==> config.mk <==
export PLATFORM = sky130hd
export DESIGN_NAME = bounded_ordered_list_queue_top
export DESIGN_NICKNAME = d
export VERILOG_FILES = /design/src/rtl/core/bolq_pkg.sv /design/src/rtl/core/bounded_ordered_list_queue_top.sv /design/src/rtl/core/bolq_ram.sv
export SDC_FILE = /design/constraint.sdc
export NUM_CORES = 1
export LEC_CHECK = 0
export BUFFER_PORTS_ARGS = -buffer_cell sky130_fd_sc_hd__buf_2
export CELL_PAD_IN_SITES_DETAIL_PLACEMENT = 1
export CELL_PAD_IN_SITES_GLOBAL_PLACEMENT = 1
export CORE_MARGIN = 3
export CORE_UTILIZATION = 38
export DETAILED_ROUTE_END_ITERATION = 6
export PLACE_DENSITY = 0.62
export SLEW_MARGIN = 10
export SYNTH_ARGS = -nofsm -noshare
export SYNTH_HDL_FRONTEND = slang
export SYNTH_SLANG_ARGS = --single-unit
==> constraint.sdc <==
create_clock -name clk -period 35.9 [get_ports clk]
set_input_delay 0 -clock clk [delete_from_list [all_inputs] [get_ports clk]]
set_output_delay 0 -clock clk [all_outputs]
set_load 0.1 [all_outputs]
==> src/rtl/core/bolq_pkg.sv <==
// ----------------------------------------------------------------------------
// bolq_pkg
// shared codes for the bounded ordered list queue
// ----------------------------------------------------------------------------
package bolq_pkg;
  localparam logic [2:0] FN_ENQ = 3'd0;
  localparam logic [2:0] FN_DEQ = 3'd1;
  localparam logic [2:0] FN_INS_AFTER = 3'd2;
  localparam logic [2:0] FN_INS_BEFORE = 3'd3;
  localparam logic [2:0] FN_LIST_FWD = 3'd4;
  localparam logic [2:0] FN_LIST_REV = 3'd5;
  localparam logic [1:0] ST_OK = 2'd0;
  localparam logic [1:0] ST_FULL = 2'd1;
  localparam logic [1:0] ST_EMPTY = 2'd2;
  localparam logic [1:0] ST_NOTFOUND = 2'd3;
  localparam logic [4:0] LIMIT_RESET = 5'd4;
  localparam logic REG_LIMIT = 1'b0;
endpackage

==> src/rtl/core/bounded_ordered_list_queue_top.sv <==
// ----------------------------------------------------------------------------
// bounded_ordered_list_queue_top
// ordered list of name keys with enqueue, dequeue, insert and listing
// ----------------------------------------------------------------------------
// a request is taken when start is high and busy is low; busy stays high
// until the cycle that shows the last result of that request with valid
// high, and drops in that cycle. results cannot be held off by the receiver.
// keys live in one ram with a registered read; the list is kept packed from
// position 0 (front). every visited entry is first read, then used:
//   enqueue, empty or refused requests: no entry is visited
//   dequeue: visits every entry and shifts it toward the front
//   insert: searches from the front for the target, then moves each entry
//     behind the insert point up one slot, then writes the key; not found ends at the last entry
//   listing: one result per visited entry, from the front or from the back
// the limit register is written over the apb port, reset value 4; reset clears
// the count and the control state, the ram contents are left as they are.
// ----------------------------------------------------------------------------
module bounded_ordered_list_queue_top
  import bolq_pkg::*;
#(
  parameter int CAPACITY = 16,
  parameter int KEY_BITS = 64
) (
  input  logic        clk,
  input  logic        rst,
  input  logic        psel,
  input  logic        penable,
  input  logic        pwrite,
  input  logic [2:0]  paddr,
  input  logic [31:0] pwdata,
  output logic [31:0] prdata,
  output logic        pready,
  input  logic        start,
  output logic        busy,
  input  logic [2:0]  func,
  input  logic [63:0] new_name,
  input  logic [63:0] target_name,
  output logic        valid,
  output logic [1:0]  status,
  output logic [63:0] out_name,
  output logic [4:0]  entry_count,
  output logic [4:0]  free_slots,
  output logic        last
);
  localparam int AW = (CAPACITY > 1) ? $clog2(CAPACITY) : 1;
  localparam int CW = $clog2(CAPACITY + 1);
  localparam logic [CW-1:0] CAP = CW'(CAPACITY);

  localparam logic [2:0] S_IDLE = 3'd0;
  localparam logic [2:0] S_DEQ = 3'd1;
  localparam logic [2:0] S_SRCH = 3'd2;
  localparam logic [2:0] S_SHIFT = 3'd3;
  localparam logic [2:0] S_LIST = 3'd4;
  localparam logic [2:0] S_DONE = 3'd5;

  logic [4:0] limit;
  logic [CW-1:0] count, eff;
  logic [2:0] state;
  logic [2:0] fn;
  logic [KEY_BITS-1:0] nkey, tkey;
  logic [CW-1:0] idx, pos;
  logic phase;
  logic [1:0] st_r;
  logic we;
  logic [AW-1:0] waddr, raddr;
  logic [KEY_BITS-1:0] wdata, rdata;
  logic accept, full;

  assign pready = 1'b1;
  assign prdata = {27'd0, limit};
  assign accept = start && !busy;
  assign busy = (state != S_IDLE);

  always_comb begin
    if ({{(CW > 5 ? CW-5 : 0){1'b0}}, limit} >= CAP) eff = CAP;
    else eff = CW'(limit);
  end
  assign full = (count >= eff);

  logic [CW-1:0] cnt_now;
  assign cnt_now = count;

  bolq_ram #(.WIDTH(KEY_BITS), .DEPTH(1 << AW)) u_ram (
    .clk(clk), .we(we), .waddr(waddr), .wdata(wdata),
    .raddr(raddr), .rdata(rdata)
  );

  always_ff @(posedge clk) begin
    if (rst) limit <= LIMIT_RESET;
    else if (psel && penable && pwrite && paddr[2] == REG_LIMIT) limit <= pwdata[4:0];
  end

  // control
  always_ff @(posedge clk) begin
    we <= 1'b0;
    valid <= 1'b0;
    if (rst) begin
      state <= S_IDLE;
      count <= '0;
      phase <= 1'b0;
    end else begin
      unique case (state)
        S_IDLE: begin
          if (accept) begin
            fn <= func;
            nkey <= new_name[KEY_BITS-1:0];
            tkey <= target_name[KEY_BITS-1:0];
            idx <= '0;
            phase <= 1'b0;
            raddr <= '0;
            st_r <= ST_OK;
            out_name <= '0;
            state <= S_DONE;
            priority case (1'b1)
              func == FN_ENQ: begin
                if (full) st_r <= ST_FULL;
                else begin
                  we <= 1'b1; waddr <= AW'(count); wdata <= new_name[KEY_BITS-1:0];
                  count <= count + 1'b1;
                end
              end
              func == FN_DEQ: begin
                if (count == 0) st_r <= ST_EMPTY;
                else begin
                  state <= S_DEQ; raddr <= '0;
                end
              end
              func == FN_INS_AFTER || func == FN_INS_BEFORE: begin
                if (count == 0) st_r <= ST_EMPTY;
                else if (full) st_r <= ST_FULL;
                else state <= S_SRCH;
              end
              func == FN_LIST_FWD || func == FN_LIST_REV: begin
                if (count == 0) st_r <= ST_EMPTY;
                else begin
                  state <= S_LIST;
                  raddr <= (func == FN_LIST_FWD) ? '0 : AW'(count - 1'b1);
                end
              end
              default: ;
            endcase
          end
        end
        S_DEQ: begin
          // phase 0: data for idx ready next cycle; phase 1: rdata holds entry idx
          if (!phase) phase <= 1'b1;
          else begin
            if (idx == 0) out_name <= rdata;
            else begin
              we <= 1'b1; waddr <= AW'(idx - 1'b1); wdata <= rdata;
            end
            if (idx + 1'b1 == count) begin
              count <= count - 1'b1;
              state <= S_DONE;
            end else begin
              idx <= idx + 1'b1;
              raddr <= AW'(idx + 1'b1);
              phase <= 1'b0;
            end
          end
        end
        S_SRCH: begin
          if (!phase) phase <= 1'b1;
          else begin
            phase <= 1'b0;
            if (rdata == tkey) begin
              pos <= (fn == FN_INS_AFTER) ? idx + 1'b1 : idx;
              idx <= count;
              raddr <= AW'(count - 1'b1);
              state <= S_SHIFT;
            end else if (idx + 1'b1 == count) begin
              st_r <= ST_NOTFOUND;
              state <= S_DONE;
            end else begin
              idx <= idx + 1'b1;
              raddr <= AW'(idx + 1'b1);
            end
          end
        end
        S_SHIFT: begin
          // idx is the slot to fill; moves entry idx-1 up until idx == pos
          if (idx == pos) begin
            we <= 1'b1; waddr <= AW'(pos); wdata <= nkey;
            count <= count + 1'b1;
            state <= S_DONE;
          end else if (!phase) phase <= 1'b1;
          else begin
            we <= 1'b1; waddr <= AW'(idx); wdata <= rdata;
            idx <= idx - 1'b1;
            raddr <= AW'(idx - 2'd2);
            phase <= 1'b0;
          end
        end
        S_LIST: begin
          if (!phase) phase <= 1'b1;
          else begin
            valid <= 1'b1;
            st_r <= ST_OK;
            out_name <= rdata;
            last <= (idx + 1'b1 == count);
            if (idx + 1'b1 == count) state <= S_IDLE;
            else begin
              idx <= idx + 1'b1;
              raddr <= (fn == FN_LIST_FWD) ? AW'(idx + 1'b1) : AW'(count - idx - 2'd2);
              phase <= 1'b0;
            end
          end
        end
        S_DONE: begin
          valid <= 1'b1;
          last <= 1'b1;
          state <= S_IDLE;
        end
        default: state <= S_IDLE;
      endcase
    end
  end

  assign status = st_r;
  assign entry_count = 5'(cnt_now);
  assign free_slots = (eff > count) ? 5'(eff - count) : 5'd0;

  // assertions
  a_count_bound: assert property (@(posedge clk) disable iff (rst) count <= CAP)
    else $error("count above capacity");
  a_valid_busy: assert property (@(posedge clk) disable iff (rst)
    valid && last |-> state == S_IDLE)
    else $error("final result while still busy");
  a_no_accept_busy: assert property (@(posedge clk) disable iff (rst)
    accept |=> busy)
    else $error("request taken without going busy");
endmodule

==> src/rtl/core/bolq_ram.sv <==
// ----------------------------------------------------------------------------
// bolq_ram
// simple dual port synchronous ram (one write port, one read port), registered read
// ----------------------------------------------------------------------------
module bolq_ram #(
  parameter int WIDTH = 64,
  parameter int DEPTH = 16
) (
  input  logic                     clk,
  input  logic                     we,
  input  logic [$clog2(DEPTH)-1:0] waddr,
  input  logic [WIDTH-1:0]         wdata,
  input  logic [$clog2(DEPTH)-1:0] raddr,
  output logic [WIDTH-1:0]         rdata
);
  logic [WIDTH-1:0] mem [DEPTH];
  always_ff @(posedge clk) begin
    if (we) mem[waddr] <= wdata;
    rdata <= mem[raddr];
  end
endmodule

After elaboration in Yosys (flattened, before gate mapping). Memories as Yosys holds them, arrays and structs flattened. A register that Yosys moved wholly into a read port is not among the register bits. Cells that the tools add are included. Widths: inputs -> output; s select.

Memory bits (writable): 1024. Logic and storage cells: 198. Register bits after elaboration: 296. Input bits: 172. Output and inout port bits: 112. Memories kept: 1.

Memories: u_ram.mem (words 16, bits a word 64, rd ports 1, clocked after memory_dff 1, write ports 1, RTL line bolq_ram.sv:16) `logic [WIDTH-1:0] mem [DEPTH];`.

Equality and inequality tests: 33. Reductions and logical operators: 30. Bitwise logic cells: 2. $add $sub $neg: 8. Multiplexer cells: 104. Magnitude comparators: 3.

Operator list (number): $mux 64 (10); $pmux 64 s3 (2); $mux 4 (23); $mux 5 (16); $eq 64x64->1 (1); $mux 3 (14); $ne 2x2->1 const B (16); $mux 2 (11); $reduce_and 7->1 (3); $pmux 4 s5 (1); $pmux 5 s4 (1); $mux 1 (18); $eq 3x2->1 const B (5); $eq 3x3->1 const B (5); $pmux 3 s5 (1); $pmux 5 s3 (1); $pmux 4 s3 (1); $reduce_and 6->1 (2); $reduce_bool 3->1 (4); $add 5x1->5 const B (2); $eq 5x5->1 (2); $logic_not 5->1 (2); $sub 5x1->5 const B (2); $reduce_and 3->1 (3); other kinds (25) (34).

Depth between registers and ports, before layout.
Word-level depth: 10. Depth in mapped cells: 13. Depth with buffers taken out: 12.

Hierarchy. From an unflattened synthesis, not the netlist that was laid out.

Cells, all modules: 2660. Area, all modules: 53054.6 um^2.

Modules (own cells, without submodules): bolq_ram (cells each 1647, instances 1, seq. area each 32030.7 um^2, area each 39583.0 um^2); bounded_ordered_list_queue_top (cells each 1013, instances 1, seq. area each 8728.4 um^2, area each 13471.7 um^2).

Least setup slack after synthesis. No wires, ideal clock.

Path type: reg2reg. From: reg count[2], in the netlist entry_count[2]. To: reg waddr[0] (enable). Cell stages (with the launch flop): 10. Arrival: 13272 ps. Data required time: 35042 ps. Path buffers: 1. Clock period less this slack: 14131 ps. Setup slack: 21769 ps. Library setup time: 858 ps. Cell sequence: dfxtp_1 -> clkbuf_1 -> inv_1 -> ha_1 -> and3_1 -> a31oi_2 -> o31ai_4 -> o31ai_1 -> inv_1 -> a2111oi_0.

Longest elaborated chain between the ends: 3.

Ends and longest elaborated chain: start: declaration (RTL line bounded_ordered_list_queue_top.sv:57) `logic [CW-1:0] count, eff;`; start signal: assignment (RTL line bounded_ordered_list_queue_top.sv:119) `count <= count + 1'b1;`; start signal: assignment (RTL line bounded_ordered_list_queue_top.sv:153) `count <= count - 1'b1;`; start signal: assignment (RTL line bounded_ordered_list_queue_top.sv:184) `count <= count + 1'b1;`; $ge 5x5->1 (RTL line bounded_ordered_list_queue_top.sv:78) `assign full = (count >= eff);`; $ne 2x2->1 (no line); $reduce_and 8->1 (no line); end signal: assignment (RTL line bounded_ordered_list_queue_top.sv:118) `we <= 1'b1; waddr <= AW'(count); wdata <= new_name[KEY_BITS-1:0];`; end signal: assignment (RTL line bounded_ordered_list_queue_top.sv:150) `we <= 1'b1; waddr <= AW'(idx - 1'b1); wdata <= rdata;`; end signal: assignment (RTL line bounded_ordered_list_queue_top.sv:183) `we <= 1'b1; waddr <= AW'(pos); wdata <= nkey;`; end: declaration (RTL line bounded_ordered_list_queue_top.sv:65) `logic [AW-1:0] waddr, raddr;`.

No other way between the ends. A chain may end at the register's enable or synchronous reset.

Worst setup path after layout.
From: reg tkey[21]. To: reg pos[2] (enable).

Longest elaborated chain between the ends: 2.

Ends and longest elaborated chain: start: declaration (RTL line bounded_ordered_list_queue_top.sv:60) `logic [KEY_BITS-1:0] nkey, tkey;`; start signal: assignment (RTL line bounded_ordered_list_queue_top.sv:107) `tkey <= target_name[KEY_BITS-1:0];`; $eq 64x64->1 (RTL line bounded_ordered_list_queue_top.sv:166) `if (rdata == tkey) begin`; $reduce_and 4->1 (no line); end signal: assignment (RTL line bounded_ordered_list_queue_top.sv:167) `pos <= (fn == FN_INS_AFTER) ? idx + 1'b1 : idx;`; end: declaration (RTL line bounded_ordered_list_queue_top.sv:61) `logic [CW-1:0] idx, pos;`.

No other way between the ends.

==> out/summary.txt <==
TritonCTS clock tree - yes
Yosys top cell by area - edfxtp_1
Crit. End Element - flop
1st-iter DRT viols - 2853
actual slew at the worst max-slew pin - 1.20 ns
initial core utilization - 0.385
setup TNS - 0 ns
initial antenna violation count - 10
fin worst setup slack - 31.30 ns
Leak Pwr - 21.2 nW
Worst Path Max Fanout - 9
Setup crit start - tkey[21]$_DFFE_PP_
Clock Skews - 0.0258 ns
final setup fails - 0
Area Overhead vs Synth - 20.2%
Avg Cell Area, Syn - 21.1 um2
Final period util - 0.128
largest net degree at the start of global routing - 162
fraction of registers with async set/reset - 0
clock latency on the worst-skew pair - 0.76 ns
crit start category - flop
met3 wire length - 10800 um
# IOs - 284
ys flop type - edfxtp_1
Mapped Area - 53100 um2
required time worst endpoint - 36.32 ns
post-DP HPWL - 82000 um
post-route ant nets - 0
Top Layer Used - met5
post-layout min period - 4.60 ns
vias in the first global route - 29100
slew margin rel. - 0.195
number of buffers added on ports - 226
reg2reg start - tkey[21]$_DFFE_PP_
Seq/Total Area, Yosys - 0.768
most frequent cell after synthesis - edfxtp_1
Wirelength per Cell - 29.2 um
Post-CTS Setup Bufs - 0
flops & latches, synth - 1384
pwr/cell area - 71.0 nW/um2
Clock Pin Slew Worst Setup and Hold Paths - 0.06 ns
Setup crit end - pos[2]$_DFFE_PP_
Ys Warns - 0
Commonest cells post-synth - edfxtp_1, mux4_2, nand2_1
worst hold path class - in2reg
layout cells sized above 1 - 0.263
GPL Wtd Cong - 0.787
Via Count - 27300
Nets - 3271
Syn Inst Count - 2510
Core Area - 138000 um2
First-pass DRT Iterations - 5
die width - 380 um
fmax - 217 MHz
status - finished, final reports clean
FF-to-FF End - pos[2]$_DFFE_PP_
CP arrival - 5.02 ns
post-synth top area share - 0.738
Area contributors post-synth - edfxtp_1, mux4_2, dfxtp_1
Slew Limit Fails - 0
Fin. Hold Viols - 0
Total Routed Length - 148000 um
via/cell ratio - 5.39
row cnt - 136
die outline area - 144000 um2
buffer depth of the longest clock path - 3
CTS resizes - 0
Yosys cell types - 66
WHS - 0.0448 ns
Place WS - 31.34 ns
r2r worst-path depth - 6
Max Cap Violations - 0
H-tree levels - 4
RSZ-0062 raised after global routing - no
met1 WL - 63900 um
cts bufs inserted - 147
gr ovfl total - 0
flop2flop setup slack - 31.30 ns
Crit Path Category - reg2reg
die height - 380 um
worst hold start - new_name[49]
Total Routing Usage GR - 0.204
TritonCTS Sinks - 1384
Max IR drop VDD - 42.0 uV
worst hold stages - 2
met2 wire len - 70600 um
first-pass GRT wire length - 213000 um
Residual DRC - 0
number of synthesized flops with an enable pin - 1304
clock root buffer - clkbuf_16
worst max-delay path, cell delays in order, from the launching register on:
cell and delay [ns]:
edfxtp_1 0.40, xnor2_1 0.95, nand4_1 0.24, nor4_1 0.82, nand4_1 0.63, nor3_2 0.74, and3_1 0.46
per-stage QoR:
stage | cells | cell area [um2] | total power [mW] | util
global placement | 4531 | 56500 | 3.05 | 0.409
global route | 5065 | 63800 | 4.71 | 0.462
finish | 5067 | 63800 | 4.53 | 0.462
detailed placement | 4531 | 56500 | 3.07 | 0.409
floorplan | 2536 | 53200 | 2.72 | -
CTS | 5065 | 63800 | 4.57 | 0.462
flip-flops by register name, indices dropped and copies added (netlist names), 4 cells and up:
signal and count:
pos 5, idx 5, out_name 64, entry_count 5
limit 5, wdata 64, tkey 64, raddr 4
u_ram.rdata 64, waddr 4, u_ram.mem 1024, nkey 64
layout by cell type (no fill, tap or decap), types with 7 or more instances in the layout:
master,netlist,layout
clkbuf_1,69,49
nor3_2,2,7
o221ai_1,9,9
o21ai_0,80,79
inv_1,17,17
a21oi_1,22,22
mux2i_1,72,72
buf_2,31,226
nand3_1,12,11
edfxtp_1,1304,1304
clkbuf_16,0,153
conb_1,2,28
xor2_1,13,13
nand4_1,18,18
nand2_1,100,100
dfxtp_1,80,80
bufinv_16,0,7
nor2_4,0,12
nor2_1,45,33
buf_4,37,56
dlygate4sd3_1,0,263
ha_1,17,17
mux4_2,320,320
xnor2_1,82,81
clkbuf_8,0,8
clkinv_1,1,22
clkinv_2,0,19
and2_1,67,67
cell families (layout without fill, tap and decap cells):
group                    after synthesis  count (layout)  share of synthesized area
AND/OR/NAND/NOR                      289             289                     0.0273
adder cells (fa/ha/maj)               19              19                    0.00476
XOR/XNOR                              96              96                     0.0161
multiplexers                         393             393                      0.150
flip-flops                          1384            1384                      0.768
buffers and inverters                170             836                     0.0155
other                                  2              30                   0.000141
AO/OA/AOI/OAI                        157             157                     0.0186
timing repair:
action                     in CTS  in global routing
setup endpoints to repair       0                  0
hold buffers                  263                  0
hold endpoints to repair      217                  0
worst min-delay path by stage:
| stage | slack, ns | to |
|---|---|---|
| 6_report | 0.04 | nkey[49]$_DFFE_PP_ |
| 5_1_grt | 0.003 | nkey[49]$_DFFE_PP_ |
| 4_1_cts | 0.003 | nkey[13]$_DFFE_PP_ |
| 3_5_place_dp | 0.18 | tkey[36]$_DFFE_PP_ |
| 3_3_place_gp | 0.18 | tkey[36]$_DFFE_PP_ |
| 2_1_floorplan | 0.1 | fn[0]$_DFFE_PP_ |
area by class of cell:
cell class,count,area (um2)
Clock inverter,61,549
Multi-Input combinational cell,982,11800
Clock buffer,210,4120
Sequential cell,1384,40800
Timing Repair Buffer,546,4200
Inverter,19,71.3
Antenna cell,2,5.00
Tap cell,1863,2330
Fill cell,12800,74200
report_power, final:
part	leakage [nW]	total, mW	switching [mW]	internal (mW)
Clock	2.28	1.47	0.619	0.852
Combinational	6.49	0.974	0.609	0.365
Sequential	12.5	2.08	0.165	1.92
Total	21.2	4.53	1.39	3.13
metal layers:
metal | track usage | up-vias
met1 | 0.293 | 14700
met5 | 0 | -
met3 | 0.0378 | 170
met4 | 0.0461 | 2
met2 | 0.327 | 1079
li1 | - | 11400
Power figures use the tool's default switching activity.
